$ cat src/design/fbig_pkg.sv
`timescale 1ns / 1ps
`default_nettype none

package fbig_pkg;

  localparam int MAX_INTERVALS = 16;
  localparam int NUM_FANS      = 2;
  localparam int BOOST_MIN     = 0;
  localparam int BOOST_MAX     = 100;

  localparam int IDX_W     = $clog2(MAX_INTERVALS);
  localparam int FAN_W     = 1;
  localparam int ADDR_W    = FAN_W + IDX_W;
  localparam int CNT_W     = 5;
  localparam int TEMP_W    = 8;
  localparam int TIME_W    = 32;
  localparam int BOOST_W   = 7;
  localparam int EBOOST_W  = 8;
  localparam int CFG_W     = 16;
  localparam int CFG_IDX_W = 3;

  typedef enum logic [1:0] {
    OP_SAMPLE = 2'd0,
    OP_TABLE  = 2'd1,
    OP_MANUAL = 2'd2,
    OP_AUTO   = 2'd3
  } op_t;

  localparam logic [1:0] PH_INITIAL = 2'd0;
  localparam logic [1:0] PH_UPSHIFT = 2'd1;
  localparam logic [1:0] PH_NORMAL  = 2'd2;

  localparam logic [1:0] PD_NONE = 2'd0;
  localparam logic [1:0] PD_UP   = 2'd1;
  localparam logic [1:0] PD_DOWN = 2'd2;

  localparam logic [CFG_IDX_W-1:0] REG_COUNT    = 3'd0;
  localparam logic [CFG_IDX_W-1:0] REG_PENDING  = 3'd1;
  localparam logic [CFG_IDX_W-1:0] REG_UPHOLD   = 3'd2;
  localparam logic [CFG_IDX_W-1:0] REG_UPAMOUNT = 3'd3;
  localparam logic [CFG_IDX_W-1:0] REG_HYST     = 3'd4;
  localparam logic [CFG_IDX_W-1:0] REG_MINHOLD  = 3'd5;
  localparam logic [CFG_IDX_W-1:0] REG_MINWAIT  = 3'd6;

  typedef struct packed {
    logic signed [TEMP_W-1:0] lo;
    logic signed [TEMP_W-1:0] hi;
    logic [EBOOST_W-1:0]      boost;
  } entry_t;

  function automatic logic [BOOST_W-1:0] clamp_boost(input logic [BOOST_W-1:0] b);
    if (b < BOOST_W'(BOOST_MIN)) begin
      return BOOST_W'(BOOST_MIN);
    end else if (b > BOOST_W'(BOOST_MAX)) begin
      return BOOST_W'(BOOST_MAX);
    end
    return b;
  endfunction

endpackage

`default_nettype wire

$ cat src/design/fan_boost_interval_governor.sv
// Table write, manual boost and restart items, and samples for a fan in manual mode, go straight
// to the finish state. Other samples: a scan of the intervals in use (n, one table read per cycle)
// that stops at the first match, a decide state, then as needed time checks through one shared
// subtract/compare unit, table reads and apply, then the finish state that registers the result.
// One item at a time; busy stays high until the result strobe.
// Reset (synchronous, rst_n low): all fans automatic, initial phase, no interval, boost 0.
// The result is shown on out_valid for one cycle; the receiver cannot stall.
`timescale 1ns / 1ps
`default_nettype none

module fan_boost_interval_governor
  import fbig_pkg::*;
(
  input  wire                        clk,
  input  wire                        rst_n,
  input  wire                        start,
  output logic                       busy,
  input  wire [1:0]                  in_op,
  input  wire [FAN_W-1:0]            in_fan,
  input  wire signed [TEMP_W-1:0]    in_temperature,
  input  wire [TIME_W-1:0]           in_now_seconds,
  input  wire [IDX_W-1:0]            in_entry_index,
  input  wire signed [TEMP_W-1:0]    in_entry_low_temp,
  input  wire signed [TEMP_W-1:0]    in_entry_high_temp,
  input  wire [EBOOST_W-1:0]         in_entry_boost,
  input  wire [BOOST_W-1:0]          in_manual_boost,
  output logic                       out_valid,
  output logic [FAN_W-1:0]           out_fan,
  output logic [BOOST_W-1:0]         out_boost,
  output logic                       out_boost_written,
  output logic [IDX_W-1:0]           out_interval,
  output logic                       out_interval_valid,
  output logic [1:0]                 out_phase,
  output logic [1:0]                 out_pending,
  output logic                       out_no_match,
  input  wire                        cfg_we,
  input  wire [CFG_IDX_W-1:0]        cfg_index,
  input  wire [CFG_W-1:0]            cfg_wdata
);

  typedef enum logic [3:0] {
    ST_IDLE,
    ST_SCAN,
    ST_DECIDE,
    ST_CHK_PEND,
    ST_CHK_UPHOLD,
    ST_CHK_SETTLE,
    ST_CHK_HELD,
    ST_CHK_PROD,
    ST_RD_CUR,
    ST_CHK_FLOOR,
    ST_RD_TGT,
    ST_APPLY,
    ST_FIN
  } state_t;

  state_t state_r;

  // configuration
  logic [CNT_W-1:0]   count_r;
  logic [CFG_W-1:0]   pend_secs_r;
  logic [CFG_W-1:0]   uphold_r;
  logic [BOOST_W-1:0] upamount_r;
  logic [BOOST_W-1:0] hyst_r;
  logic [CFG_W-1:0]   minhold_r;
  logic [CFG_W-1:0]   minwait_r;

  // per-fan state
  logic [IDX_W-1:0]   cur_r      [NUM_FANS];
  logic               ok_r       [NUM_FANS];
  logic [1:0]         phase_r    [NUM_FANS];
  logic [1:0]         pend_r     [NUM_FANS];
  logic [TIME_W-1:0]  since_r    [NUM_FANS];
  logic [TIME_W-1:0]  set_r      [NUM_FANS];
  logic [TIME_W-1:0]  settle_r   [NUM_FANS];
  logic [BOOST_W-1:0] boost_r    [NUM_FANS];
  logic               auto_r     [NUM_FANS];

  // item context
  logic [FAN_W-1:0]         fan_r;
  logic signed [TEMP_W-1:0] temp_r;
  logic [TIME_W-1:0]        now_r;
  logic [CNT_W-1:0]         n_r;
  logic [CNT_W-1:0]         scan_i_r;
  logic [IDX_W-1:0]         cmp_i_r;
  logic                     cmp_v_r;
  logic [IDX_W-1:0]         hit_r;
  logic [IDX_W-1:0]         tgt_r;
  logic                     up_r;
  logic                     down_r;
  logic [TIME_W-1:0]        held_r;
  logic                     wrote_r;
  logic                     nomatch_r;

  // result registers
  logic                     out_valid_r;
  logic [FAN_W-1:0]         out_fan_r;
  logic [BOOST_W-1:0]       out_boost_r;
  logic                     out_written_r;
  logic [IDX_W-1:0]         out_interval_r;
  logic                     out_ivalid_r;
  logic [1:0]               out_phase_r;
  logic [1:0]               out_pending_r;
  logic                     out_nomatch_r;

  // table memory
  entry_t              mem [NUM_FANS*MAX_INTERVALS];
  entry_t              rd_data_r;
  logic [ADDR_W-1:0]   rd_addr;
  logic                mem_we;
  logic                accept;

  assign busy   = (state_r != ST_IDLE);
  assign accept = start && !busy;
  assign mem_we = accept && (op_t'(in_op) == OP_TABLE);

  always_ff @(posedge clk) begin
    if (mem_we) begin
      mem[{in_fan, in_entry_index}] <= '{lo: in_entry_low_temp, hi: in_entry_high_temp,
                                         boost: in_entry_boost};
    end
    rd_data_r <= mem[rd_addr];
  end

  logic [IDX_W-1:0] cur;
  assign cur = cur_r[fan_r];

  always_comb begin
    case (state_r)
      ST_SCAN:   rd_addr = {fan_r, scan_i_r[IDX_W-1:0]};
      ST_RD_CUR: rd_addr = {fan_r, cur};
      default:   rd_addr = {fan_r, tgt_r};
    endcase
  end

  // shared elapsed-time unit
  logic [TIME_W-1:0] t_sel;
  logic [CFG_W-1:0]  thr_sel;
  logic [TIME_W-1:0] diff;
  logic              pass;

  always_comb begin
    case (state_r)
      ST_CHK_PEND: begin
        t_sel   = since_r[fan_r];
        thr_sel = pend_secs_r;
      end
      ST_CHK_UPHOLD: begin
        t_sel   = set_r[fan_r];
        thr_sel = uphold_r;
      end
      ST_CHK_SETTLE: begin
        t_sel   = settle_r[fan_r];
        thr_sel = minwait_r;
      end
      default: begin
        t_sel   = set_r[fan_r];
        thr_sel = '0;
      end
    endcase
  end

  assign diff = now_r - t_sel;
  assign pass = (diff >= TIME_W'(thr_sel));

  logic [IDX_W-1:0]      gap;
  logic [TIME_W+IDX_W-1:0] prod;
  logic                  prod_ok;
  assign gap     = cur - hit_r;
  assign prod    = (TIME_W+IDX_W)'(held_r) * (TIME_W+IDX_W)'(gap);
  assign prod_ok = (prod >= (TIME_W+IDX_W)'(minhold_r));

  logic signed [TEMP_W+1:0] floor_t;
  logic signed [TEMP_W+1:0] t_ext;
  logic                     floor_ok;
  assign floor_t  = {{2{rd_data_r.lo[TEMP_W-1]}}, rd_data_r.lo}
                    - $signed({3'b000, hyst_r});
  assign t_ext    = {{2{temp_r[TEMP_W-1]}}, temp_r};
  assign floor_ok = (t_ext <= floor_t);

  logic match;
  assign match = (rd_data_r.lo <= temp_r) && (rd_data_r.hi >= temp_r);

  // apply of an interval boost
  logic [EBOOST_W:0]  up_sum;
  logic [BOOST_W-1:0] ap_boost;
  logic [1:0]         ap_phase;
  logic               ap_settle;

  assign up_sum = {1'b0, rd_data_r.boost} + (EBOOST_W+1)'(upamount_r);

  always_comb begin
    ap_settle = 1'b0;
    if (rd_data_r.boost <= EBOOST_W'(BOOST_MIN)) begin
      ap_boost = BOOST_W'(BOOST_MIN);
      ap_phase = PH_NORMAL;
    end else if (rd_data_r.boost >= EBOOST_W'(BOOST_MAX)) begin
      ap_boost = BOOST_W'(BOOST_MAX);
      ap_phase = PH_NORMAL;
    end else if (up_r) begin
      ap_phase = PH_UPSHIFT;
      ap_boost = (up_sum > (EBOOST_W+1)'(BOOST_MAX)) ? BOOST_W'(BOOST_MAX)
                                                    : up_sum[BOOST_W-1:0];
    end else begin
      ap_boost  = rd_data_r.boost[BOOST_W-1:0];
      ap_phase  = PH_NORMAL;
      ap_settle = 1'b1;
    end
  end

  always_ff @(posedge clk) begin
    out_valid_r <= 1'b0;
    if (!rst_n) begin
      state_r     <= ST_IDLE;
      count_r     <= CNT_W'(1);
      pend_secs_r <= '0;
      uphold_r    <= '0;
      upamount_r  <= '0;
      hyst_r      <= '0;
      minhold_r   <= '0;
      minwait_r   <= '0;
      for (int f = 0; f < NUM_FANS; f++) begin
        cur_r[f]    <= '0;
        ok_r[f]     <= 1'b0;
        phase_r[f]  <= PH_INITIAL;
        pend_r[f]   <= PD_NONE;
        since_r[f]  <= '0;
        set_r[f]    <= '0;
        settle_r[f] <= '0;
        boost_r[f]  <= '0;
        auto_r[f]   <= 1'b1;
      end
    end else begin
      if (cfg_we) begin
        unique case (cfg_index)
          REG_COUNT:    count_r     <= cfg_wdata[CNT_W-1:0];
          REG_PENDING:  pend_secs_r <= cfg_wdata;
          REG_UPHOLD:   uphold_r    <= cfg_wdata;
          REG_UPAMOUNT: upamount_r  <= cfg_wdata[BOOST_W-1:0];
          REG_HYST:     hyst_r      <= cfg_wdata[BOOST_W-1:0];
          REG_MINHOLD:  minhold_r   <= cfg_wdata;
          REG_MINWAIT:  minwait_r   <= cfg_wdata;
          default: ;
        endcase
      end

      unique case (state_r)
        ST_IDLE: begin
          if (accept) begin
            fan_r     <= in_fan;
            temp_r    <= in_temperature;
            now_r     <= in_now_seconds;
            n_r       <= (count_r > CNT_W'(MAX_INTERVALS)) ? CNT_W'(MAX_INTERVALS) : count_r;
            scan_i_r  <= '0;
            cmp_v_r   <= 1'b0;
            wrote_r   <= 1'b0;
            nomatch_r <= 1'b0;
            state_r   <= ST_FIN;
            unique case (op_t'(in_op))
              OP_SAMPLE: begin
                if (auto_r[in_fan]) begin
                  state_r <= ST_SCAN;
                end
              end
              OP_TABLE: ;
              OP_MANUAL: begin
                auto_r[in_fan]  <= 1'b0;
                boost_r[in_fan] <= clamp_boost(in_manual_boost);
                wrote_r         <= 1'b1;
              end
              OP_AUTO: begin
                if (!auto_r[in_fan]) begin
                  auto_r[in_fan]  <= 1'b1;
                  phase_r[in_fan] <= PH_INITIAL;
                end
              end
              default: ;
            endcase
          end
        end

        ST_SCAN: begin
          if (cmp_v_r && match) begin
            hit_r   <= cmp_i_r;
            state_r <= ST_DECIDE;
          end else if (scan_i_r < n_r) begin
            cmp_i_r  <= scan_i_r[IDX_W-1:0];
            cmp_v_r  <= 1'b1;
            scan_i_r <= scan_i_r + CNT_W'(1);
          end else begin
            nomatch_r <= 1'b1;
            hit_r     <= cur;
            state_r   <= ok_r[fan_r] ? ST_DECIDE : ST_FIN;
          end
        end

        ST_DECIDE: begin
          state_r <= ST_FIN;
          if (phase_r[fan_r] == PH_INITIAL) begin
            pend_r[fan_r] <= PD_NONE;
            tgt_r         <= hit_r;
            up_r          <= 1'b1;
            state_r       <= ST_RD_TGT;
          end else if (hit_r > cur) begin
            if (pend_r[fan_r] == PD_UP) begin
              tgt_r   <= hit_r;
              up_r    <= 1'b1;
              down_r  <= 1'b0;
              state_r <= ST_CHK_PEND;
            end else begin
              pend_r[fan_r]  <= PD_UP;
              since_r[fan_r] <= now_r;
            end
          end else if (phase_r[fan_r] == PH_UPSHIFT) begin
            pend_r[fan_r] <= PD_NONE;
            if (pend_r[fan_r] == PD_NONE) begin
              tgt_r   <= cur;
              up_r    <= 1'b0;
              state_r <= ST_CHK_UPHOLD;
            end
          end else if (hit_r < cur && phase_r[fan_r] == PH_NORMAL) begin
            if (pend_r[fan_r] == PD_DOWN) begin
              tgt_r   <= cur - IDX_W'(1);
              up_r    <= 1'b0;
              down_r  <= 1'b1;
              state_r <= ST_CHK_PEND;
            end else begin
              pend_r[fan_r]  <= PD_DOWN;
              since_r[fan_r] <= now_r;
            end
          end else begin
            pend_r[fan_r] <= PD_NONE;
          end
        end

        ST_CHK_PEND: begin
          if (!pass) begin
            state_r <= ST_FIN;
          end else begin
            state_r <= down_r ? ST_CHK_SETTLE : ST_RD_TGT;
          end
        end

        ST_CHK_UPHOLD: state_r <= pass ? ST_RD_TGT : ST_FIN;

        ST_CHK_SETTLE: state_r <= pass ? ST_CHK_HELD : ST_FIN;

        ST_CHK_HELD: begin
          held_r  <= diff;
          state_r <= ST_CHK_PROD;
        end

        ST_CHK_PROD: state_r <= prod_ok ? ST_RD_CUR : ST_FIN;

        ST_RD_CUR: state_r <= ST_CHK_FLOOR;

        ST_CHK_FLOOR: state_r <= floor_ok ? ST_RD_TGT : ST_FIN;

        ST_RD_TGT: state_r <= ST_APPLY;

        ST_APPLY: begin
          boost_r[fan_r] <= ap_boost;
          phase_r[fan_r] <= ap_phase;
          if (ap_settle) begin
            settle_r[fan_r] <= now_r;
          end
          if (!ok_r[fan_r] || cur != tgt_r) begin
            ok_r[fan_r]  <= 1'b1;
            cur_r[fan_r] <= tgt_r;
            set_r[fan_r] <= now_r;
          end
          wrote_r <= 1'b1;
          state_r <= ST_FIN;
        end

        ST_FIN: begin
          out_valid_r    <= 1'b1;
          out_fan_r      <= fan_r;
          out_boost_r    <= boost_r[fan_r];
          out_written_r  <= wrote_r;
          out_interval_r <= ok_r[fan_r] ? cur : '0;
          out_ivalid_r   <= ok_r[fan_r];
          out_phase_r    <= phase_r[fan_r];
          out_pending_r  <= pend_r[fan_r];
          out_nomatch_r  <= nomatch_r;
          state_r        <= ST_IDLE;
        end

        default: state_r <= ST_IDLE;
      endcase
    end
  end

  assign out_valid          = out_valid_r;
  assign out_fan            = out_fan_r;
  assign out_boost          = out_boost_r;
  assign out_boost_written  = out_written_r;
  assign out_interval       = out_interval_r;
  assign out_interval_valid = out_ivalid_r;
  assign out_phase          = out_phase_r;
  assign out_pending        = out_pending_r;
  assign out_no_match       = out_nomatch_r;

  a_out_idle: assert property (@(posedge clk) disable iff (!rst_n)
    out_valid |-> !busy)
    else $error("result strobe while busy");

  a_accept_busy: assert property (@(posedge clk) disable iff (!rst_n)
    start && !busy |=> busy)
    else $error("accepted item did not start work");

  a_one_result: assert property (@(posedge clk) disable iff (!rst_n)
    out_valid |=> !out_valid)
    else $error("back-to-back result strobes");

  a_boost_range: assert property (@(posedge clk) disable iff (!rst_n)
    out_valid |-> out_boost <= BOOST_W'(BOOST_MAX))
    else $error("boost above limit");

endmodule

`default_nettype wire
$ cat config.mk
export PLATFORM = sky130hd
export DESIGN_NAME = fan_boost_interval_governor
export DESIGN_NICKNAME = d
export VERILOG_FILES = /design/src/design/fbig_pkg.sv /design/src/design/fan_boost_interval_governor.sv
export SDC_FILE = /design/constraint.sdc
export NUM_CORES = 2
export LEC_CHECK = 0
export BUFFER_PORTS_ARGS = -buffer_cell sky130_fd_sc_hd__buf_4
export CAP_MARGIN = 20
export CORE_ASPECT_RATIO = 0.8
export CORE_UTILIZATION = 57
export CTS_BUF_LIST = sky130_fd_sc_hd__clkbuf_16
export CTS_CLUSTER_DIAMETER = 40
export DETAILED_ROUTE_END_ITERATION = 8
export PLACE_DENSITY_LB_ADDON = 0.12
export SLEW_MARGIN = 20
export SYNTH_ARGS = -nofsm -noshare
export SYNTH_HDL_FRONTEND = slang
export SYNTH_SLANG_ARGS = --single-unit
$ cat constraint.sdc
create_clock -name clk -period 6.1 [get_ports clk]
set_input_delay 0.915 -clock clk [delete_from_list [all_inputs] [get_ports clk]]
set_output_delay 0.915 -clock clk [all_outputs]
set_load 0.05 [all_outputs]
After elaboration in Yosys (flattened, before gate mapping) --
Memories as Yosys holds them, arrays and structs flattened. A register that Yosys moved wholly into a read port is not among the register bits. Index checks and enable logic that the tools add are counted.
Storage, ports and cells: register bits 200, memory bits (writable) 994, input port bits 101, output and inout bits 21, memories kept 10
Cells by class: add/sub/neg operators 6, $mul 1, order comparisons 14, equal/unequal tests 36, muxes and demuxes 182, bitwise gates (word level) 8, reductions and logical operators 49
Memories:
- mem | words 32, width 24, read ports 1, clocked after memory_dff 1, wr ports 1, line fan_boost_interval_governor.sv:107 | entry_t mem [NUM_FANS*MAX_INTERVALS];
- set_r | words 2, width 32, read ports 1, clocked after memory_dff 1, wr ports 2, line fan_boost_interval_governor.sv:74 | logic [TIME_W-1:0] set_r [NUM_FANS];
- settle_r | words 2, width 32, read ports 1, clocked after memory_dff 1, wr ports 2, line fan_boost_interval_governor.sv:75 | logic [TIME_W-1:0] settle_r [NUM_FANS];
- since_r | words 2, width 32, read ports 1, clocked after memory_dff 1, wr ports 2, line fan_boost_interval_governor.sv:73 | logic [TIME_W-1:0] since_r [NUM_FANS];
- boost_r | words 2, width 7, read ports 1, clocked after memory_dff 1, wr ports 2, line fan_boost_interval_governor.sv:76 | logic [BOOST_W-1:0] boost_r [NUM_FANS];
- cur_r | words 2, width 4, read ports 1, clocked after memory_dff 1, wr ports 2, line fan_boost_interval_governor.sv:69 | logic [IDX_W-1:0] cur_r [NUM_FANS];
- +4 memories
Operator list (count):
- 2-to-1 mux 32 bit | 4
- 2-to-1 mux 1 bit | 115
- 2-to-1 mux 4 bit | 26
- OR reduction 32 bit | 3
- 2-to-1 mux 7 bit | 13
- case mux 32 bit (2 select lines) | 1
- case mux 16 bit (3 select lines) | 1
- case mux 4 bit (12 select lines) | 1
- >= comparator 36 x 16 -> 1 bit | 1
- multiplier 32 x 4 -> 36 bit | 1
- >= comparator 32 x 16 -> 1 bit | 1
- subtractor 32 bit | 1
- == test 4 bit, second input constant | 5
- 2-to-1 mux 2 bit | 10
- AND reduction 2 bit | 10
- == test 4 x 3 -> 1 bit, second input constant | 4
- 2-to-1 mux 5 bit | 3
- OR reduction 7 bit | 2
- inequality test 2 bit, second input constant | 6
- nonzero test 4 bit | 3
- case mux 5 bit (2 select lines) | 1
- AND reduction 5 bit | 2
- adder 8 x 7 -> 9 bit | 1
- == test 3 bit, second input constant | 3
- other kinds (46) | 78

Logic depth before layout (Yosys ltp) --
depth in word-level cells 14, gate-level depth with buffers 29

Least setup slack after synthesis --
Ideal clock, no wire load.
path type register -> register, start point register (tool-made name), end point register state_r[2], library setup time 0.087 ns, data arrival time 6.540 ns, required time 6.013 ns, setup slack -0.527 ns, cell stages (with the launch flop) 29, period minus slack after synthesis 6.627 ns, cells stage by stage dfxtp_1 buf_2 buf_2 mux2i_1 inv_1 ha_1 a21oi_1 xnor2_1 clkbuf_1 nand2_1 fa_1 inv_1 fa_1 ha_1 a21oi_1 o2111ai_2 a21oi_1 xnor2_1 ha_1 a21o_1 a21o_1 a32oi_1 nand4_1 nor4_1 nand4_1 nor4_1 o2111ai_1 or4_1 o31ai_1
RTL lines:
- end signal: assignment | line fan_boost_interval_governor.sv:293 | state_r <= ok_r[fan_r] ? ST_DECIDE : ST_FIN;
- end signal: assignment | line fan_boost_interval_governor.sv:340 | state_r <= down_r ? ST_CHK_SETTLE : ST_RD_TGT;
- end signal: assignment | line fan_boost_interval_governor.sv:344 | ST_CHK_UPHOLD: state_r <= pass ? ST_RD_TGT : ST_FIN;
- end: declaration | line fan_boost_interval_governor.sv:57 | state_t state_r;

==> impl_metrics.csv <==
group,metric,value,unit
run_status,status,"finished with violations",
run_status,violations,"negative setup slack",
synthesis,avgSynthCellArea,12.3,um2
clock_network,holdBufCountCts,0,
pwr,p_sw,11.2,mW
timing,fin_crit_sh,107,%
synthesis,ys_seq_area_share,61.7,%
pwr,pwr-share-clk,26.8,%
global_routing,track_usage,29.2,%
setup_path,crit_buf_inv,5,
global_routing,use_met2,42.4,%
pwr,peakVddDrop,0.607,mV
cells_and_area,mostFrequentLayoutCell,"edfxtp_1",
min_path,holdPathStages,1,
timing,finalSetupTns,-0.443,ns
setup_path,end_kind,"flop",
setup_path,critPathLaunchType,"flop",
timing,rsz0062_at_grt,"true",
timing,setup_viol,1,
setup_path,crit_path_top_delay_cell,"fa_1",
pwr,comb_power_share,40.8,%
drt,drc_errors,0,
setup_path,critPathMostFrequentCell,"inv_1",
setup_path,crit_required,6.76,ns
synthesis,synth_area_leaders,"edfxtp_1, nand2_1, dfxtp_1",
drt,first_iter_violations,4169,
clock_network,clkLatencyLatePin,0.77,ns
synthesis,syn-cell-area,57800,um2
synthesis,yosysTopAreaCell,"edfxtp_1",
pwr,sw_frac_of_total,37.0,%
setup_path,crit_family,"adder cells",
drt,dr_total_vias,38445,
synthesis,synthFlopType,"edfxtp_1",
clock_network,numCtsBuffers,139,
global_routing,grtUsageMet1,43.1,%
global_routing,grt-ovfl-total,0,
pwr,power.internal,18.9,mW
pwr,leakage,24.0,nW
setup_path,rr_endpoint,"state_r[2]$_SDFFE_PN0P_",
floorplanning,die_w,358,um
timing,slew_violations,0,
floorplanning,dieArea,103000,um2
floorplanning,die_h,287,um
clock_network,cts_tree,"yes",
pwr,power.density,457,nW/um2
timing,layout_setup_ws,-0.443,ns
synthesis,synth_top_cell_area_share,57.7,%
timing,hold_viol_final,0,
drt,final_antenna_net_count,0,
global_routing,grt_pass1_vias,36186,
cells_and_area,nFillCells,7522,
clock_network,clockBufferDepth,3,
min_path,hp-class,"in -> reg",
min_path,hold_end,"now_r[29]$_DFFE_PP_",
synthesis,ys_ff_latch,1226,
floorplanning,core,101000,um2
min_path,hp-start,"in_now_seconds[29]",
cells_and_area,fin_util,65.4,%
drt,wire_per_inst,23.7,um
synthesis,synth-edff-count,1111,
clock_network,htreeDepth,4,
place,gp_congestion,0.937,
place,numPortBuffers,121,
cells_and_area,final_cell_mix,"edfxtp_1, nand2_1, and2_1",
clock_network,cts_root_buf,"clkbuf_16",
drt,firstDrtPassIters,6,
global_routing,antenna_found_initial,11,
drt,viasPerCell,6.11,
cells_and_area,nets,5170,
cells_and_area,drive_above_1_share,14.0,%
synthesis,synth-async-reset-ratio,0,%
setup_path,cpPeakStageDelay,0.53,ns
pwr,seqPwrFrac,32.4,%
global_routing,grt_first_pass_wirelength,223000,um
drt,wirelength,149000,um
timing,worst-slew-pin-transition,1.03,ns
clock_network,cts.sinks,1226,
setup_path,worstSetupPathType,"reg -> reg",
timing,hold_slack,0.327,ns
timing,max_freq,153,MHz
synthesis,ys_warn_count,0,
job,maxCapViolations,0,
place,dp_hpwl,90600,um
floorplanning,rows,104,
cells_and_area,syn_to_final_growth,13.8,%
global_routing,busiest_layer,"met1",
clock_network,clk_pin_slew_worst_paths,0.06,ns
floorplanning,initial_core_util,57.5,%
setup_path,crit_fanout,13,
timing,max-slew-margin-rel,31.1,%
synthesis,synth_fp_nets,5010,
setup_path,worstPathArrival,7.20,ns
floorplanning,ios,122,
global_routing,grt_use_met3,7.32,%
synthesis,syn-instance-count,4692,
setup_path,rr_worst_depth,28,
timing,layout_min_cycle_time,6.54,ns
timing,finClkSkew,0.0324,ns
global_routing,grt_max_degree,186,
setup_path,r2r_slack,-0.44,ns
synthesis,yosys.cell_types.count,92,
## kinds of logic (layout without fill, tap and decap cells)
family	after synthesis	count (layout)	share of synthesized area, %
other cells	0	5	0
xor+xnor	68	68	1.03
buf+inv	506	778	3.45
fa+ha+maj	217	217	5.53
compound gates	981	981	11.7
simple gates	1535	1535	13.2
mux	159	159	3.37
flops	1226	1226	61.7
## how the worst max path moves through the flow
| stage | endpoint | slack (ns) | from | depth (start not counted) |
|---|---|---|---|---|
| finish | state_r[2]$_SDFFE_PN0P_ | -0.44 | flop | 28 |
| global route | state_r[2]$_SDFFE_PN0P_ | -0.81 | flop | 28 |
| CTS | state_r[2]$_SDFFE_PN0P_ | -0.47 | flop | 28 |
| detailed placement | state_r[2]$_SDFFE_PN0P_ | -0.79 | flop | 25 |
| global placement | state_r[2]$_SDFFE_PN0P_ | -0.57 | flop | 26 |
| floorplan | state_r[2]$_SDFFE_PN0P_ | -0.06 | flop | 27 |
## through the flow
stage / cells / cell area [um2] / worst slack (ns) / power (mW)
2_1_floorplan: 4692 / 57900 / -0.0632 / 18.1
3_3_place_gp: 6032 / 61100 / -0.565 / 21.7
3_5_place_dp: 6034 / 61200 / -0.786 / 21.8
4_1_cts: 6288 / 65800 / -0.472 / 30.0
5_1_grt: 6294 / 65800 / -0.813 / 31.8
6_report: 6294 / 65800 / -0.443 / 30.1
## worst register-to-register path: cells and delay by family, from the launching register on
kind | cells | cell delay, ns
xor+xnor | 2 | 0.27
flops | 1 | 0.38
buf+inv | 5 | 0.43
fa+ha+maj | 6 | 2.21
simple gates | 6 | 1.47
mux | 1 | 0.22
compound gates | 8 | 1.48
## metal layers
metal / wire length (um) / share of wire (%)
met3: 14800 / 9.9
met2: 64900 / 43
met5: 10 / 0.0067
met4: 3910 / 2.6
met1: 65800 / 44
## sequential cells by signal (all words and copies together) (netlist names), 7 cells and up, named ones only
register and count:
held_r 32, temp_r 8, set_r 64, rd_data_r 24, cur_r 8, out_boost 7
hyst_r 7, settle_r 64, pend_secs_r 16, uphold_r 16, upamount_r 7, since_r 64
mem 768, minhold_r 16, boost_r 14, minwait_r 16, now_r 32
## cell usage after synthesis (all sizes together) (24+ instances only)
cell type  instances
a211oi           207
nand4             24
nor2b             40
mux2              43
fa                64
a21oi            226
nand2            628
and3             114
nand2b            62
edfxtp          1111
a21o              31
o22ai             34
xnor2             44
nor3              32
a311oi            98
nor2             153
dfxtp            115
o21ai             79
a31oi            114
clkbuf           211
ha               153
buf               74
mux4              24
mux2i             92
a21boi            67
xor2              24
nand3             32
inv              221
and2             392
## what timing repair did
action,4_1_cts,5_1_grt
hold endpoints to repair,0,0
buffers inserted,1,1
pin swaps,9,4
endpoints found under the setup margin,3,4
resized for setup,18,7
## power by group through the flow
stage	sequential (mW)	clock, mW	combinational, mW
finish	9.77	8.07	12.3
global route	9.79	8.51	13.5
CTS	9.76	8.17	12.1
detailed placement	9.94	0	11.9
global placement	9.93	0	11.7
floorplan	9.84	0	8.21
## cell type report
cell class	instances	area, um2	area share (%)
Tap cell	1325	1660	2.52
Inverter	221	830	1.26
Timing Repair Buffer	304	2470	3.75
Multi-Input combinational cell	2960	20700	31.5
Clock buffer	143	3580	5.44
Sequential cell	1226	35700	54.2
Antenna cell	5	12.5	0.0190
Clock inverter	110	860	1.31
Note: power is estimated with default switching activity, not from simulation.
